`config.mk`:
```
export PLATFORM = sky130hd
export DESIGN_NAME = symbolic_permission_parser_flat
export DESIGN_NICKNAME = d
export VERILOG_FILES = /design/src/rtl/spp_pkg.sv /design/src/rtl/spp_cmd_if.sv /design/src/rtl/spp_res_if.sv /design/src/rtl/symbolic_permission_parser.sv /design/src/rtl/spp_front.sv /design/src/rtl/spp_queue.sv /design/src/rtl/spp_back.sv /design/src/flat_wrapper.sv
export SDC_FILE = /design/constraint.sdc
export NUM_CORES = 1
export LEC_CHECK = 0
export BUFFER_PORTS_ARGS = -buffer_cell sky130_fd_sc_hd__buf_2
export CAP_MARGIN = 0
export CORE_AREA = 3 3 100 102
export DETAILED_ROUTE_END_ITERATION = 10
export DIE_AREA = 0 0 103 105
export PLACE_DENSITY_LB_ADDON = 0.15
export SLEW_MARGIN = 40
export SYNTH_ARGS = -nofsm -noshare
export SYNTH_HDL_FRONTEND = slang
export SYNTH_SLANG_ARGS = --single-unit
export TNS_END_PERCENT = 1
```
`constraint.sdc`:
```
create_clock -name clk -period 3.3 [get_ports clk]
set_input_delay 0.33 -clock clk [delete_from_list [all_inputs] [get_ports clk]]
set_output_delay 0.33 -clock clk [all_outputs]
set_load 0.1 [all_outputs]
```
`src/rtl/spp_pkg.sv`:
```
package spp_pkg;

	// parser phase
	typedef enum logic [1:0] {
		PH_SCOPE  = 2'd0,
		PH_RIGHTS = 2'd1,
		PH_HALT   = 2'd2
	} phase_t;

	// clause operator
	typedef enum logic [1:0] {
		OP_ADD = 2'd0,
		OP_SUB = 2'd1,
		OP_SET = 2'd2
	} op_t;

	// character classes seen by the back end
	typedef enum logic [3:0] {
		TK_U,
		TK_G,
		TK_O,
		TK_A,
		TK_PLUS,
		TK_MINUS,
		TK_EQ,
		TK_R,
		TK_W,
		TK_X,
		TK_COMMA,
		TK_OTHER
	} tok_t;

	localparam logic [2:0] CLS_U   = 3'b100;
	localparam logic [2:0] CLS_G   = 3'b010;
	localparam logic [2:0] CLS_O   = 3'b001;
	localparam logic [2:0] CLS_ALL = 3'b111;

	localparam logic [2:0] RT_R = 3'b100;
	localparam logic [2:0] RT_W = 3'b010;
	localparam logic [2:0] RT_X = 3'b001;

	localparam logic [8:0] MASK_U   = 9'o700;
	localparam logic [8:0] MASK_G   = 9'o070;
	localparam logic [8:0] MASK_O   = 9'o007;
	localparam logic [8:0] MASK_ALL = 9'o777;

	localparam int Q_DEPTH = 2;
	localparam int QPTR_W  = (Q_DEPTH > 1) ? $clog2(Q_DEPTH) : 1;
	localparam int QCNT_W  = $clog2(Q_DEPTH + 1);

	// one classified character on its way to the back end
	typedef struct packed {
		tok_t       tok;
		logic       first;
		logic       last;
		logic [8:0] current_mode;
	} tok_beat_t;

	typedef struct packed {
		logic       valid;
		logic [8:0] mode;
	} finish_t;

	function automatic tok_t classify(input logic [7:0] c);
		tok_t t;
		unique case (c)
			"u":     t = TK_U;
			"g":     t = TK_G;
			"o":     t = TK_O;
			"a":     t = TK_A;
			"+":     t = TK_PLUS;
			"-":     t = TK_MINUS;
			"=":     t = TK_EQ;
			"r":     t = TK_R;
			"w":     t = TK_W;
			"x":     t = TK_X;
			",":     t = TK_COMMA;
			default: t = TK_OTHER;
		endcase
		return t;
	endfunction

	function automatic logic [8:0] class_mask(input logic [2:0] cls);
		logic [8:0] m;
		m = '0;
		if (cls[2]) m = m | MASK_U;
		if (cls[1]) m = m | MASK_G;
		if (cls[0]) m = m | MASK_O;
		return m;
	endfunction

	// applies a finished clause to the running mode
	function automatic finish_t finish_clause(input logic [8:0] run, input logic [2:0] cls,
			input op_t op, input logic [2:0] rights);
		finish_t    f;
		logic [8:0] mask;
		logic [8:0] spread;
		mask   = class_mask(cls);
		spread = {rights, rights, rights} & mask;
		f.valid = (rights != 3'b000) || (op == OP_SET);
		unique case (op)
			OP_ADD:  f.mode = run | spread;
			OP_SUB:  f.mode = run & ~spread;
			OP_SET:  f.mode = (run & ~mask) | spread;
			default: f.mode = run;
		endcase
		return f;
	endfunction

endpackage

```
`src/rtl/spp_cmd_if.sv`:
```
interface spp_cmd_if;
	logic       valid;
	logic       ready;
	logic [7:0] ch;
	logic       first;
	logic       last;
	logic [8:0] current_mode;

	modport source (output valid, output ch, output first, output last,
		output current_mode, input ready);
	modport sink (input valid, input ch, input first, input last,
		input current_mode, output ready);
endinterface

```
`src/rtl/spp_res_if.sv`:
```
interface spp_res_if;
	logic       valid;
	logic       ready;
	logic       ok;
	logic [8:0] mode;

	modport source (output valid, output ok, output mode, input ready);
	modport sink (input valid, input ok, input mode, output ready);
endinterface

```
`src/rtl/symbolic_permission_parser.sv`:
```
// Symbolic permission parser: takes a chmod-style command such as "u+x,go=r" one
// character per beat on cmd, with first marking the opening character (current_mode is
// sampled there) and last the closing one. Each last beat yields one result beat on res:
// ok=1 with the updated rwxrwxrwx mode, or ok=0 with the mode sampled on first if the
// command had any syntax error (bad character, repeated scope or right, 'a' mixed with
// other classes, operator with no scope, empty rights with + or -, trailing comma or a
// clause cut short). After a last beat, or after an error, characters are ignored until
// the next first. The block takes one character per cycle while its queue has room: a
// front stage classifies it, and a two-entry queue decouples it from the back end, whose
// clause update sets the rate. A character passes the front stage register and a queue
// entry before the back end takes it, and the result register loads when the back end
// takes the last beat; only a last beat waits for a stalled result register, all other
// beats flow through.
module symbolic_permission_parser (
	input  logic     clk,
	input  logic     arst_n,
	spp_cmd_if.sink  cmd,
	spp_res_if.source res
);
	import spp_pkg::*;

	// front to queue
	logic      f_valid;
	logic      f_ready;
	tok_beat_t f_beat;

	// queue to back end
	logic      b_valid;
	logic      b_ready;
	tok_beat_t b_beat;

	// character classification, one beat per cycle while the queue has room
	spp_front u_front (
		.clk       (clk),
		.arst_n    (arst_n),
		.cmd       (cmd),
		.tok_valid (f_valid),
		.tok_ready (f_ready),
		.tok_beat  (f_beat)
	);

	// lets the front keep accepting while the back end waits on res
	spp_queue u_queue (
		.clk        (clk),
		.arst_n     (arst_n),
		.push_valid (f_valid),
		.push_ready (f_ready),
		.push_beat  (f_beat),
		.pop_valid  (b_valid),
		.pop_ready  (b_ready),
		.pop_beat   (b_beat)
	);

	// clause state machine and result register
	spp_back u_back (
		.clk       (clk),
		.arst_n    (arst_n),
		.tok_valid (b_valid),
		.tok_ready (b_ready),
		.tok_beat  (b_beat),
		.res       (res)
	);
endmodule

```
`src/rtl/spp_front.sv`:
```
module spp_front (
	input  logic                clk,
	input  logic                arst_n,
	spp_cmd_if.sink             cmd,
	output logic                tok_valid,
	input  logic                tok_ready,
	output spp_pkg::tok_beat_t  tok_beat
);
	import spp_pkg::*;

	logic      valid_s1;
	tok_beat_t beat_s1;

	// stage register refills whenever it is empty or drains this cycle
	assign cmd.ready = !valid_s1 || tok_ready;

	always_ff @(posedge clk or negedge arst_n) begin
		if (!arst_n) begin
			valid_s1 <= 1'b0;
		end else if (cmd.ready) begin
			valid_s1 <= cmd.valid;
		end
	end

	always_ff @(posedge clk) begin
		if (cmd.ready && cmd.valid) begin
			beat_s1.tok          <= classify(cmd.ch);
			beat_s1.first        <= cmd.first;
			beat_s1.last         <= cmd.last;
			beat_s1.current_mode <= cmd.current_mode;
		end
	end

	assign tok_valid = valid_s1;
	assign tok_beat  = beat_s1;
endmodule

```
`src/rtl/spp_queue.sv`:
```
module spp_queue (
	input  logic                clk,
	input  logic                arst_n,
	input  logic                push_valid,
	output logic                push_ready,
	input  spp_pkg::tok_beat_t  push_beat,
	output logic                pop_valid,
	input  logic                pop_ready,
	output spp_pkg::tok_beat_t  pop_beat
);
	import spp_pkg::*;

	tok_beat_t          mem [Q_DEPTH];
	logic [QPTR_W-1:0]  wr_ptr_q;
	logic [QPTR_W-1:0]  rd_ptr_q;
	logic [QCNT_W-1:0]  count_q;
	logic               push;
	logic               pop;

	assign push_ready = (count_q != QCNT_W'(Q_DEPTH));
	assign pop_valid  = (count_q != '0);
	assign push       = push_valid && push_ready;
	assign pop        = pop_valid && pop_ready;
	assign pop_beat   = mem[rd_ptr_q];

	function automatic logic [QPTR_W-1:0] wrap_inc(input logic [QPTR_W-1:0] p);
		return (p == QPTR_W'(Q_DEPTH - 1)) ? '0 : p + 1'b1;
	endfunction

	always_ff @(posedge clk or negedge arst_n) begin
		if (!arst_n) begin
			wr_ptr_q <= '0;
			rd_ptr_q <= '0;
			count_q  <= '0;
		end else begin
			if (push) wr_ptr_q <= wrap_inc(wr_ptr_q);
			if (pop)  rd_ptr_q <= wrap_inc(rd_ptr_q);
			if (push && !pop)      count_q <= count_q + 1'b1;
			else if (pop && !push) count_q <= count_q - 1'b1;
		end
	end

	always_ff @(posedge clk) begin
		if (push) mem[wr_ptr_q] <= push_beat;
	end
endmodule

```
`src/rtl/spp_back.sv`:
```
module spp_back (
	input  logic                clk,
	input  logic                arst_n,
	input  logic                tok_valid,
	output logic                tok_ready,
	input  spp_pkg::tok_beat_t  tok_beat,
	spp_res_if.source           res
);
	import spp_pkg::*;

	logic [8:0] orig_q;
	logic [8:0] run_q;
	phase_t     phase_q;
	logic [2:0] cls_q;
	logic       all_q;
	op_t        op_q;
	logic [2:0] rights_q;

	logic       out_valid_q;
	logic       out_ok_q;
	logic [8:0] out_mode_q;

	logic [8:0] orig_d;
	logic [8:0] run_d;
	phase_t     phase_d;
	logic [2:0] cls_d;
	logic       all_d;
	op_t        op_d;
	logic [2:0] rights_d;
	logic       ok_d;
	logic [8:0] mode_d;
	logic [2:0] bit_c;
	finish_t    fin;
	logic       take;

	// a non-final beat never needs the result register
	assign tok_ready = !tok_beat.last || !out_valid_q || res.ready;
	assign take      = tok_valid && tok_ready;

	always_comb begin
		if (tok_beat.first) begin
			orig_d   = tok_beat.current_mode;
			run_d    = tok_beat.current_mode;
			phase_d  = PH_SCOPE;
			cls_d    = '0;
			all_d    = 1'b0;
			op_d     = OP_ADD;
			rights_d = '0;
		end else begin
			orig_d   = orig_q;
			run_d    = run_q;
			phase_d  = phase_q;
			cls_d    = cls_q;
			all_d    = all_q;
			op_d     = op_q;
			rights_d = rights_q;
		end

		unique case (tok_beat.tok)
			TK_U, TK_R: bit_c = 3'b100;
			TK_G, TK_W: bit_c = 3'b010;
			TK_O, TK_X: bit_c = 3'b001;
			default:    bit_c = 3'b000;
		endcase

		fin = finish_clause(run_d, cls_d, op_d, rights_d);

		unique case (phase_d)
			PH_SCOPE: begin
				unique case (tok_beat.tok)
					TK_U, TK_G, TK_O: begin
						if (((cls_d & bit_c) != '0) || all_d) phase_d = PH_HALT;
						else cls_d = cls_d | bit_c;
					end
					TK_A: begin
						if (all_d || (cls_d != '0)) begin
							phase_d = PH_HALT;
						end else begin
							all_d = 1'b1;
							cls_d = CLS_ALL;
						end
					end
					TK_PLUS, TK_MINUS, TK_EQ: begin
						if (cls_d == '0) begin
							phase_d = PH_HALT;
						end else begin
							unique case (tok_beat.tok)
								TK_PLUS:  op_d = OP_ADD;
								TK_MINUS: op_d = OP_SUB;
								default:  op_d = OP_SET;
							endcase
							rights_d = '0;
							phase_d  = PH_RIGHTS;
						end
					end
					default: phase_d = PH_HALT;
				endcase
			end
			PH_RIGHTS: begin
				unique case (tok_beat.tok)
					TK_R, TK_W, TK_X: begin
						if ((rights_d & bit_c) != '0) phase_d = PH_HALT;
						else rights_d = rights_d | bit_c;
					end
					TK_COMMA: begin
						// rights untouched by the comma, so fin is this clause
						if (!fin.valid) begin
							phase_d = PH_HALT;
						end else begin
							run_d    = fin.mode;
							cls_d    = '0;
							all_d    = 1'b0;
							op_d     = OP_ADD;
							rights_d = '0;
							phase_d  = PH_SCOPE;
						end
					end
					default: phase_d = PH_HALT;
				endcase
			end
			default: ;
		endcase

		// end of command: rights phase is the only valid place to stop
		ok_d   = 1'b0;
		mode_d = orig_d;
		if (tok_beat.last) begin
			fin  = finish_clause(run_d, cls_d, op_d, rights_d);
			ok_d = (phase_d == PH_RIGHTS) && fin.valid;
			if (ok_d) begin
				run_d  = fin.mode;
				mode_d = fin.mode;
			end
			phase_d  = PH_HALT;
			cls_d    = '0;
			all_d    = 1'b0;
			op_d     = OP_ADD;
			rights_d = '0;
		end
	end

	always_ff @(posedge clk or negedge arst_n) begin
		if (!arst_n) begin
			orig_q      <= '0;
			run_q       <= '0;
			phase_q     <= PH_SCOPE;
			cls_q       <= '0;
			all_q       <= 1'b0;
			op_q        <= OP_ADD;
			rights_q    <= '0;
			out_valid_q <= 1'b0;
		end else begin
			if (take) begin
				orig_q   <= orig_d;
				run_q    <= run_d;
				phase_q  <= phase_d;
				cls_q    <= cls_d;
				all_q    <= all_d;
				op_q     <= op_d;
				rights_q <= rights_d;
			end
			if (take && tok_beat.last) out_valid_q <= 1'b1;
			else if (res.ready)        out_valid_q <= 1'b0;
		end
	end

	always_ff @(posedge clk) begin
		if (take && tok_beat.last) begin
			out_ok_q   <= ok_d;
			out_mode_q <= mode_d;
		end
	end

	assign res.valid = out_valid_q;
	assign res.ok    = out_ok_q;
	assign res.mode  = out_mode_q;
endmodule
```
`src/flat_wrapper.sv`:
```
// flat-port wrapper written by rule: the top's interface ports become plain ports
module symbolic_permission_parser_flat import spp_pkg::*;
  (clk, arst_n, cmd_valid, cmd_ch, cmd_first, cmd_last, cmd_current_mode, cmd_ready, res_valid, res_ok, res_mode, res_ready);
  spp_cmd_if cmd_i ();
  spp_res_if res_i ();
  input  logic clk;
  input  logic arst_n;
  input wire logic [$bits(cmd_i.valid)-1:0] cmd_valid;
  input wire logic [$bits(cmd_i.ch)-1:0] cmd_ch;
  input wire logic [$bits(cmd_i.first)-1:0] cmd_first;
  input wire logic [$bits(cmd_i.last)-1:0] cmd_last;
  input wire logic [$bits(cmd_i.current_mode)-1:0] cmd_current_mode;
  output wire logic [$bits(cmd_i.ready)-1:0] cmd_ready;
  output wire logic [$bits(res_i.valid)-1:0] res_valid;
  output wire logic [$bits(res_i.ok)-1:0] res_ok;
  output wire logic [$bits(res_i.mode)-1:0] res_mode;
  input wire logic [$bits(res_i.ready)-1:0] res_ready;
  assign cmd_i.valid = cmd_valid;
  assign cmd_i.ch = cmd_ch;
  assign cmd_i.first = cmd_first;
  assign cmd_i.last = cmd_last;
  assign cmd_i.current_mode = cmd_current_mode;
  assign cmd_ready = cmd_i.ready;
  assign res_valid = res_i.valid;
  assign res_ok = res_i.ok;
  assign res_mode = res_i.mode;
  assign res_i.ready = res_ready;
  symbolic_permission_parser u_core (.clk(clk), .arst_n(arst_n), .cmd(cmd_i), .res(res_i));
endmodule
```
# == After elaboration in Yosys (flattened, before gate mapping) ==
# Memories as Yosys holds them, arrays and structs flattened.
# Index checks and enable logic that the tools add are counted.
# totals
n_memories,1
mem_bits_rw,30
word_cells,176
out_inout_bits,12
inputBits,23
reg_bits,60
# op_classes
addsub,4
n_eq_ne,28
n_mux,69
reduce_logical,38
bitwise,18
# memory_table
name,depth,word_bits,rd,rd_ports_with_merged_regs,wr,line_no,text
u_core.u_queue.mem,2,15,1,0,1,spp_queue.sv:13,tok_beat_t mem [Q_DEPTH];
# op_table
operator,n
2-to-1 mux 9 bit,12
== test 8 x 7 -> 1 bit (second input constant),7
AND 9 bit,6
one-hot mux 9 bit (3 select lines),2
one-hot mux 4 bit (11 select lines),1
2-to-1 mux 3 bit,14
inverter 9 bit,4
bitwise OR 9 bit,4
== test 8 x 6 -> 1 bit (second input constant),4
2-to-1 mux 2 bit,15
one-hot mux 3 bit (2 select lines),4
== test 4 x 3 -> 1 bit (second input constant),4
one-hot mux 2 bit (2 select lines),4
nonzero test 3 bit,5
== test 4 bit (second input constant),3
2-to-1 mux 1 bit,12
2-to-1 mux 6 bit,2
one-hot mux 3 bit (3 select lines),1
OR reduction 3 bit,3
== test 2 x 1 -> 1 bit (second input constant),4
== test 4 x 2 -> 1 bit (second input constant),2
logical AND 1 bit,7
logical OR 1 bit,7
AND 3 bit,2
other kinds (15),28

# == Depth between registers and ports, before layout ==
# Gate-level depths: netlist of run 1.
# An unclocked memory read counts as a cell.
# logic_depth
depth_word,20
mapped_depth,12
mapped_depth_nobuf,8

# == Modules after synthesis ==
# A second synthesis of run 1 with hierarchy kept.
# hier_totals
hier_cells,454
hier_area_um2,5048.6
# modules_own_cells
mod,cells_each,seq_area_each_um2,area_each_um2,n_inst
spp_back,315,1051.0,2845.2,1
spp_queue,65,1001.0,1331.3,1
spp_front,74,475.5,872.1,1

# == Least setup slack after synthesis of run 1 ==
# OpenSTA, ideal clock, no wires.
# synth_timing
kind,reg2reg
from,register u_core.u_queue.rd_ptr_q
to,"register u_core.u_back.out_mode_q[4], in the netlist u_core.u_back.res.mode[4], data pin"
synth_period_minus_slack_ps,2732
path_slack_ps,568
n_path_buf,2
required_ps,3036
path_stages_with_launch,10
arrival_time_ps,2468
setup_time_ps,264
path_cell_list,dfrtp_1 -> buf_6 -> or4b_4 -> a22o_4 -> o2111ai_1 -> o221ai_2 -> a221oi_2 -> nand3b_4 -> buf_4 -> o21ai_0
# synth_between
elab_chain_len,18
elab_cells_between_ends,100
cone_classes,eq/ne: 16; mux: 44; bitwise: 18; reduce/logical: 21; memory: 1
# synth_lines
item,line_no,text
from (decl),spp_queue.sv:15,logic [QPTR_W-1:0] rd_ptr_q;
from (signal assigned),spp_queue.sv:37,if (pop) rd_ptr_q <= wrap_inc(rd_ptr_q);
memory read (2 x 15 bit) (*),-,
== test 4 bit (tied with other cells),"spp_back.sv:59, spp_back.sv:100",
OR reduction 2 bit,spp_back.sv:59,unique case (tok_beat.tok)
one-hot mux 3 bit (3 select lines),spp_back.sv:59,
AND 3 bit,spp_back.sv:72,if (((cls_d & bit_c) != '0) || all_d) phase_d = PH_HALT;
nonzero test 3 bit,spp_back.sv:72,
logical OR 1 bit,spp_back.sv:72,
2-to-1 mux 3 bit,spp_back.sv:72,
[3 not listed],-,
2-to-1 mux 9 bit,spp_back.sv:127,if (tok_beat.last) begin
inverter 9 bit / AND 9 bit (equally long branches),"spp_pkg.sv:104, spp_pkg.sv:99",
AND 9 bit / inverter 9 bit (equally long branches),"spp_pkg.sv:104, spp_pkg.sv:103",
bitwise OR 9 bit / AND 9 bit (equally long branches),"spp_pkg.sv:104, spp_pkg.sv:103",
one-hot mux 9 bit (3 select lines),spp_pkg.sv:101,unique case (op)
2-to-1 mux 9 bit,spp_back.sv:130,if (ok_d) begin
2-to-1 mux 9 bit (*),spp_back.sv:127,
via u_core.u_back.mode_d[4],spp_back.sv:31,logic [8:0] mode_d;
to (signal assigned),spp_back.sv:170,out_mode_q <= mode_d;
to (decl),spp_back.sv:21,logic [8:0] out_mode_q;
# The timed path passes the listed nets; every way through them passes the cells marked *. The select of a mux whose other input is x is not followed.
# A chain may end at the register's enable or synchronous reset.

# == Worst setup path in the final report of run 1 ==
# layout_timing
from,register u_core.u_queue.rd_ptr_q
to,"register u_core.u_back.out_mode_q[5], in the netlist u_core.u_back.res.mode[5], data pin"
# The elaborated chain is that of the path after synthesis.

==> summary.txt, run 1 <==
Placement
  • GPL Wtd Cong: 0.968
  • Detailed Place HPWL: 9430 um
  • Post-place setup slack: ~250 ps
  • Port Buffer Count: 34

Hold path
  • Worst min-delay path class: primary input to flip-flop
  • Hold path start: cmd_current_mode[0]

Clock network
  • CTS Buf Count: 9
  • CTS tree: done
  • Clock-pin transition on the worst setup and hold timing paths: 100 ps
  • H-tree depth: 3
  • Clock sinks: 90
  • Root Buffer: clkbuf_8
  • Clk Latency, worst-skew pair: around 360 ps
  • Number of gates resized after cts: 0
  • Clock buffer depth: 2

Finish
  • Area growth syn-to-layout: 10.4%
  • Fraction of layout cells with a size suffix above 1: 16.8%
  • Antenna diode count: 0
  • Final net count: 583
  • Commonest non-fill, non-tap cells in the layout: nand2_1 (57), edfxtp_1 (55), o21ai_0 (46), nor2_1 (43), dfrtp_1 (35)
  • Final design utilization: between 60% and 70%
  • Commonest non-fill, non-tap cell in the layout: nand2_1

Pwr
  • P_int: 2.84 mW
  • Overall Power: 5.48 mW
  • Worst VDD drop: 0.000642 V
  • Power per Cell Area: 964 nW/um^2
  • Clock network power share: 13.6%
  • Leakage Power: around 2.1 nW
  • Switch share: 48.2%
  • Sequential share of power: 34.4%
  • Combinational Power Share: 52.1%
  • Psw: approximately 2.6 mW

Floorplanning
  • Die area: about 11000 um^2
  • Core box area: 9200 um^2
  • Die height: 105 um
  • Die W: slightly above 100 um
  • Initial Util: 56.0%
  • Row cnt: 35
  • I/O pins: 35

Synth
  • Syn Inst Count: 526
  • Post-synthesis cell type count: 69
  • Leading register cell type out of synthesis: edfxtp_1
  • Register area share after synthesis: 49.1%
  • Post-Syn Nets: 550
  • Mapped Avg Cell Area: 9.79 um^2
  • Post-synthesis register bit count: 90
  • Synthesized area: 5150 um^2
  • Post-synth ARST share: 38.9%
  • Ys Warns: 0
  • Number of synthesized flops with an enable pin: 55

Worst setup path
  • Cell family with most CP delay: simple AND/OR/NAND/NOR gates
  • Crit-path cells: buf_4 > or4b_2 > nand2_1 > o2111ai_1 > and3_1 > a32oi_1 > nor2_1 > a21oi_1 > o21ai_0
  • Reg2reg start: u_core.u_queue.rd_ptr_q$_DFFE_PN0P_
  • CP max-delay cell: or4b_2
  • Buf+Inv Stages, Crit Path: 1
  • Critical Path RT: 3410 ps
  • CP Max Fanout: 17
  • Worst Setup End Kind: flip-flop
  • Register-to-register setup slack: 150 ps
  • CP max stage delay: between 600 and 700 ps
  • Worst setup path category: flip-flop to flip-flop
  • CP Launch Type: flip-flop
  • Worst EP arrival: roughly 3300 ps
  • Worst setup path start: u_core.u_queue.rd_ptr_q$_DFFE_PN0P_

Global route
  • Largest net degree at the start of global routing: 36
  • Initial antenna violation count: 0
  • Global-route wire length before repair: about 21000 um
  • Vias in the first global route: 4141
  • GRT Overall Usage: 24.6%
  • Gr ovfl total: 0

Routing
  • DR vias/cell: 6.31
  • Routed vias: 4256
  • Post-route ant nets: 0
  • 1st-pass router iterations: 4
  • Drt initial violations: 266
  • Drt wl/cell: between 15 and 20 um
  • # DRC: 0
  • Total wire length: about 13000 um

Timing
  • RSZ-0062 raised after global routing: no
  • Final hold slack: 135 ps
  • Fin crit share: 95.3%
  • Fin. max-slew vios: 0
  • F_max: between 300 and 400 MHz
  • # setup viols final: 0
  • Setup TNS Final: 0 ps
  • Final Skew: 14.9 ps
  • Slew Limit Headroom: 50.9%
  • Final Critical Period: 3150 ps
  • Fin worst setup slack: 154 ps
  • Worst Max-Slew Pin Slew: 736 ps
  • Hold Violations, Final: 0

Outcome
  • Status: completed

Run
  • Max-cap violations: 0
-- cells by family after synthesis --
| family | after synthesis | synth area share (%) |
|---|---|---|
| flip-flops | 90 | 49.1 |
| adder cells (fa/ha/maj) | 1 | 0.243 |
| AO/OA/AOI/OAI | 170 | 22.7 |
| AND/OR/NAND/NOR | 196 | 19.3 |
| multiplexers | 18 | 3.62 |
| XOR/XNOR | 8 | 1.36 |
| buffers and inverters | 43 | 3.62 |
-- synthesized netlist by cell type, types with 5 or more instances --
| cell | count | area share, % |
|---|---|---|
| nor2_1 | 43 | 3.1 |
| edfxtp_1 | 55 | 32 |
| mux2i_1 | 13 | 2.5 |
| nand2b_1 | 10 | 1.2 |
| nor2b_1 | 13 | 1.6 |
| nand3b_1 | 7 | 1.0 |
| nor3_1 | 9 | 0.87 |
| o22ai_1 | 16 | 1.9 |
| a21oi_1 | 27 | 2.6 |
| dfrtp_1 | 35 | 17 |
| o211ai_1 | 20 | 2.9 |
| inv_1 | 11 | 0.80 |
| clkbuf_1 | 19 | 1.4 |
| xnor2_1 | 6 | 1.0 |
| nand2_1 | 57 | 4.2 |
| o21ai_1 | 8 | 0.78 |
| buf_2 | 5 | 0.49 |
| nand4_1 | 5 | 0.61 |
| and2_1 | 5 | 0.61 |
| nand3_1 | 25 | 2.4 |
| o21ai_0 | 46 | 4.5 |
| mux2_2 | 5 | 1.1 |
-- routing by layer --
metal  share of wire [%]  vias to the layer above  wire length (um)  global-route usage (%)
met1                  46                     2051              5820                    34.8
met2                  47                      132              5960                    38.5
met5                   0                        -                 0                       0
met3                 4.5                       18               570                    3.47
met4                 2.0                        0               258                    8.97
li1                    -                     2055                 -                       -
-- stage by stage --
stage / instances / instance area (um^2)
2_1_floorplan: 526 / 5150
3_3_place_gp: 658 / 5470
3_5_place_dp: 658 / 5470
4_1_cts: 674 / 5670
5_1_grt: 675 / 5680
6_report: 675 / 5680
-- state kept, by name, summed over array words and instances, names as in the netlist --
signal                    flops
u_core.u_queue.mem           30
u_core.u_front.tok_beat      15
u_core.u_back.orig_q          9
u_core.u_back.res.mode        9
u_core.u_back.run_q           9
u_core.u_back.cls_q           3
u_core.u_back.rights_q        3
u_core.u_back.op_q            2
u_core.u_back.phase_q         2
u_core.u_queue.count_q        2
u_core.u_back.all_q           1
u_core.u_back.res.ok          1
u_core.u_back.res.valid       1
u_core.u_front.tok_valid      1
u_core.u_queue.rd_ptr_q       1
u_core.u_queue.wr_ptr_q       1
-- repair_timing --
action	4_1_cts	5_1_grt
hold endpoints to repair	0	35
hold buffers	0	1
buffers inserted	0	0
-- area by class of cell --
type                    instances  area, um^2
inverters                      12        45.0
clock buffers                   9         124
fillers                       798        3510
multi-input cells             393        2440
flip-flops and latches         90        2530
well taps                     111         139
clock inverters                 7        81.3
repair buffers                 53         330
-- path summary, 6_finish.rpt --
path                                                        end  cells past startpoint
max                         u_core.u_back.res.mode[5]$_DFFE_PP_                      9
min                        u_core.u_front.tok_beat[0]$_DFFE_PP_                      1
max reg2reg                 u_core.u_back.res.mode[5]$_DFFE_PP_                      9
min reg2reg                 u_core.u_queue.mem[1][14]$_DFFE_PP_                      0
max in group asynchronous  u_core.u_back.phase_q[0]$_DFFE_PN0P_                      2
min in group asynchronous     u_core.u_back.op_q[0]$_DFFE_PN0P_                      2
-- power groups by stage --
stage	registers (mW)	logic [mW]	clock network, mW
after global routing	1.93	3.11	0.803
final	1.88	2.85	0.743
after CTS	1.88	2.82	0.761
after global placement	1.88	2.77	0
after detailed placement	1.90	2.81	0
after floorplan	2.31	1.69	0
No activity file was read; power rests on OpenSTA's default activity.
==> run 2, diff against run 1 <==
--- a/config.mk
+++ b/config.mk
@@ -7,9 +7,9 @@
 export LEC_CHECK = 0
 export BUFFER_PORTS_ARGS = -buffer_cell sky130_fd_sc_hd__buf_2
 export CAP_MARGIN = 0
-export CORE_AREA = 3 3 100 102
+export CORE_AREA = 2 2 99 101
 export DETAILED_ROUTE_END_ITERATION = 10
-export DIE_AREA = 0 0 103 105
+export DIE_AREA = 0 0 101 103
 export PLACE_DENSITY_LB_ADDON = 0.15
 export SLEW_MARGIN = 40
 export SYNTH_ARGS = -nofsm -noshare
==> constraint.sdc (replaced) <==
create_clock -name clk -period 3.1 [get_ports clk]
set_input_delay 0.31 -clock clk [delete_from_list [all_inputs] [get_ports clk]]
set_output_delay 0.31 -clock clk [all_outputs]
set_load 0.02 [all_outputs]
==> summary.txt, run 2 (same netlist as run 1, synthesis figures left out) <==
Floorplanning
  • I/O pins: 35 (unchanged)
  • Core box area: 9460 um^2 (+2.9%)
  • Die W: 101 um (-1.9%)
  • Row cnt: 36 (+2.9%)
  • Die height: 103 um (-1.9%)
  • Die area: 10400 um^2 (-3.8%)
  • Initial Util: 54.4% (-1.6 points)

Routing
  • Drt wl/cell: 19.0 um (+2.0%)
  • Total wire length: 13300 um (+5.3%)
  • 1st-pass router iterations: 5 (+1)
  • Drt initial violations: 334 (+26%)
  • Post-route ant nets: 0 (unchanged)
  • # DRC: 0 (unchanged)
  • DR vias/cell: 6.33 (+0.42%)
  • Routed vias: 4413 (+3.7%)

Worst setup path
  • Register-to-register setup slack: 30 ps (-130 ps)
  • Critical Path RT: 3240 ps (-170 ps)
  • CP Launch Type: flip-flop
  • Reg2reg start: u_core.u_queue.rd_ptr_q$_DFFE_PN0P_
  • Worst EP arrival: 3210 ps (-50 ps)
  • CP Max Fanout: 10 (-7)
  • Worst Setup End Kind: flip-flop
  • Crit Reg-Reg Endpoint: u_core.u_back.res.mode[0]$_DFFE_PP_
  • R2R depth: 7 (-2)
  • Worst setup path category: flip-flop to flip-flop

Placement
  • Detailed Place HPWL: 9700 um (+2.9%)
  • Post-place setup slack: 88.3 ps (-158 ps)
  • DP Area: 5600 um^2 (+2.4%)
  • Port Buffer Count: 34 (unchanged)
  • GPL Wtd Cong: 0.966 (-0.17%)

Finish
  • Design area: 5860 um^2 (+3.1%)
  • Area growth syn-to-layout: 13.8%
  • Final design utilization: 61.9% (+0.12 points)
  • Reg with most FFs: u_core.u_queue.mem
  • Antenna diode count: 0 (unchanged)
  • Fraction of layout cells with a size suffix above 1: 20.1% (+3.2 points)
  • Area of the multi-input gates: 2450 um^2 (+0.56%)
  • Number of flip-flops in the largest register: 30 (unchanged)
  • Commonest non-fill, non-tap cells in the layout: nand2_1 (57), edfxtp_1 (55), o21ai_0 (46), nor2_1 (43), buf_4 (36)
  • Commonest non-fill, non-tap cell in the layout: nand2_1
  • Fillers: 798 (unchanged)
  • Final net count: 602 (+3.3%)
  • Reg area: 2530 um^2 (about the same)

Hold path
  • Worst min-delay path class: primary input to flip-flop
  • Hold Path Depth: 1 (unchanged)
  • Hold EP: u_core.u_front.tok_beat[1]$_DFFE_PP_
  • Hold path start: cmd_current_mode[1]

Run
  • Max-cap violations: 0 (unchanged)

Clock network
  • Clock buffer depth: 2 (unchanged)
  • Root Buffer: clkbuf_8
  • Clock sinks: 90 (unchanged)
  • H-tree depth: 3 (unchanged)
  • Clock-pin transition on the worst setup and hold timing paths: 110 ps (about the same)
  • Clk Latency, worst-skew pair: 380 ps (+20 ps)
  • CTS Buf Count: 9 (unchanged)
  • CTS tree: done

Global route
  • Vias in the first global route: 4193 (+1.3%)
  • Gr ovfl total: 0 (unchanged)
  • GRT Overall Usage: 26.7% (+2.0 points)
  • Global-route wire length before repair: 21500 um (+2.7%)
  • Largest net degree at the start of global routing: 36 (unchanged)
  • Initial antenna violation count: 0 (unchanged)

Pwr
  • Power per Cell Area: 923 nW/um^2 (-4.3%)
  • Worst VDD drop: 0.000700 V (+9.0%)
  • Leakage Power: 2.20 nW (+4.6%)

Timing
  • Fin worst setup slack: 28.2 ps (-126 ps)
  • Final Skew: 16.4 ps (+1.58 ps)
  • Hold Violations, Final: 0 (unchanged)
  • Fin. max-slew vios: 0 (unchanged)
  • Final hold slack: 98.4 ps (-36.3 ps)
  • Slew Limit Headroom: 44.3% (-6.6 points)
  • F_max: 326 MHz (+2.4%)
  • Worst Max-Slew Pin Slew: 826 ps (+90.1 ps)
  • # setup viols final: 0 (unchanged)
  • Final Critical Period: 3070 ps (-74.2 ps)
  • Setup TNS Final: 0 ps (unchanged)
  • Fin crit share: 99.1% (+3.8 points)

Outcome
  • Status: completed
## run 2: cell types whose count changed in the layout (fill, tap and decap cells not counted), sizes merged
cell | before | now
buf | 52 | 71
clkinv | 6 | 5
inv | 13 | 14
## run 2: worst max-delay path by stage
stage / from / endpoint / slack (ps) / cells past startpoint
CTS: u_core.u_queue.rd_ptr_q$_DFFE_PN0P_ / u_core.u_back.res.mode[0]$_DFFE_PP_ / 80 / 7
finish: u_core.u_queue.rd_ptr_q$_DFFE_PN0P_ / u_core.u_back.res.mode[0]$_DFFE_PP_ / 30 / 7
floorplan: u_core.u_queue.rd_ptr_q$_DFFE_PN0P_ / u_core.u_back.res.mode[4]$_DFFE_PP_ / 370 / 9
global placement: u_core.u_queue.rd_ptr_q$_DFFE_PN0P_ / u_core.u_back.res.mode[6]$_DFFE_PP_ / 50 / 8
global route: u_core.u_queue.rd_ptr_q$_DFFE_PN0P_ / u_core.u_back.res.mode[7]$_DFFE_PP_ / -3 / 8
detailed placement: u_core.u_queue.rd_ptr_q$_DFFE_PN0P_ / u_core.u_back.res.mode[0]$_DFFE_PP_ / 90 / 7
## run 2: layout make-up
class | instances | share of cell area [%]
Clock inverter | 7 | 1.39
Inverter | 12 | 0.769
Multi-Input combinational cell | 393 | 41.8
Tap cell | 114 | 2.43
Timing Repair Buffer | 72 | 8.29
Clock buffer | 9 | 2.11
Sequential cell | 90 | 43.2
## run 2: power breakdown
part | switching (mW) | total, mW | internal (mW)
Clock | 0.493 | 0.815 | 0.322
Combinational | 1.62 | 2.60 | 0.976
Sequential | 0.238 | 1.99 | 1.76
Total | 2.35 | 5.41 | 3.05
## run 2: stage by stage
stage	cells	power [mW]
floorplan	526	3.79
global placement	678	4.51
CTS	695	5.38
finish	697	5.41
detailed placement	678	4.57
global route	697	5.78
## run 2: timing repair
item                                   in CTS  in global routing
buffers inserted                            0                  2
endpoints found under the hold margin      35                  0
hold buffers                                1                  0
resized for setup                           0                  3
setup endpoints to repair                   0                 18
## run 2: worst max-delay path: stages (launching register included)
cell,delay [ps]
dfrtp_2,500
or4b_4,570
a22o_4,310
or3_1,520
nor2_1,370
o22ai_1,200
a21oi_1,270
o21ai_1,100
## run 2: per-layer routing
metal / share of wire [%] / global-route usage, % / routed length, um
met1: 44 / 38.1 / 5890
met2: 47 / 42.6 / 6310
met3: 7.1 / 4.75 / 947
met4: 1.0 / 6.76 / 136
met5: 0 / 0 / 0
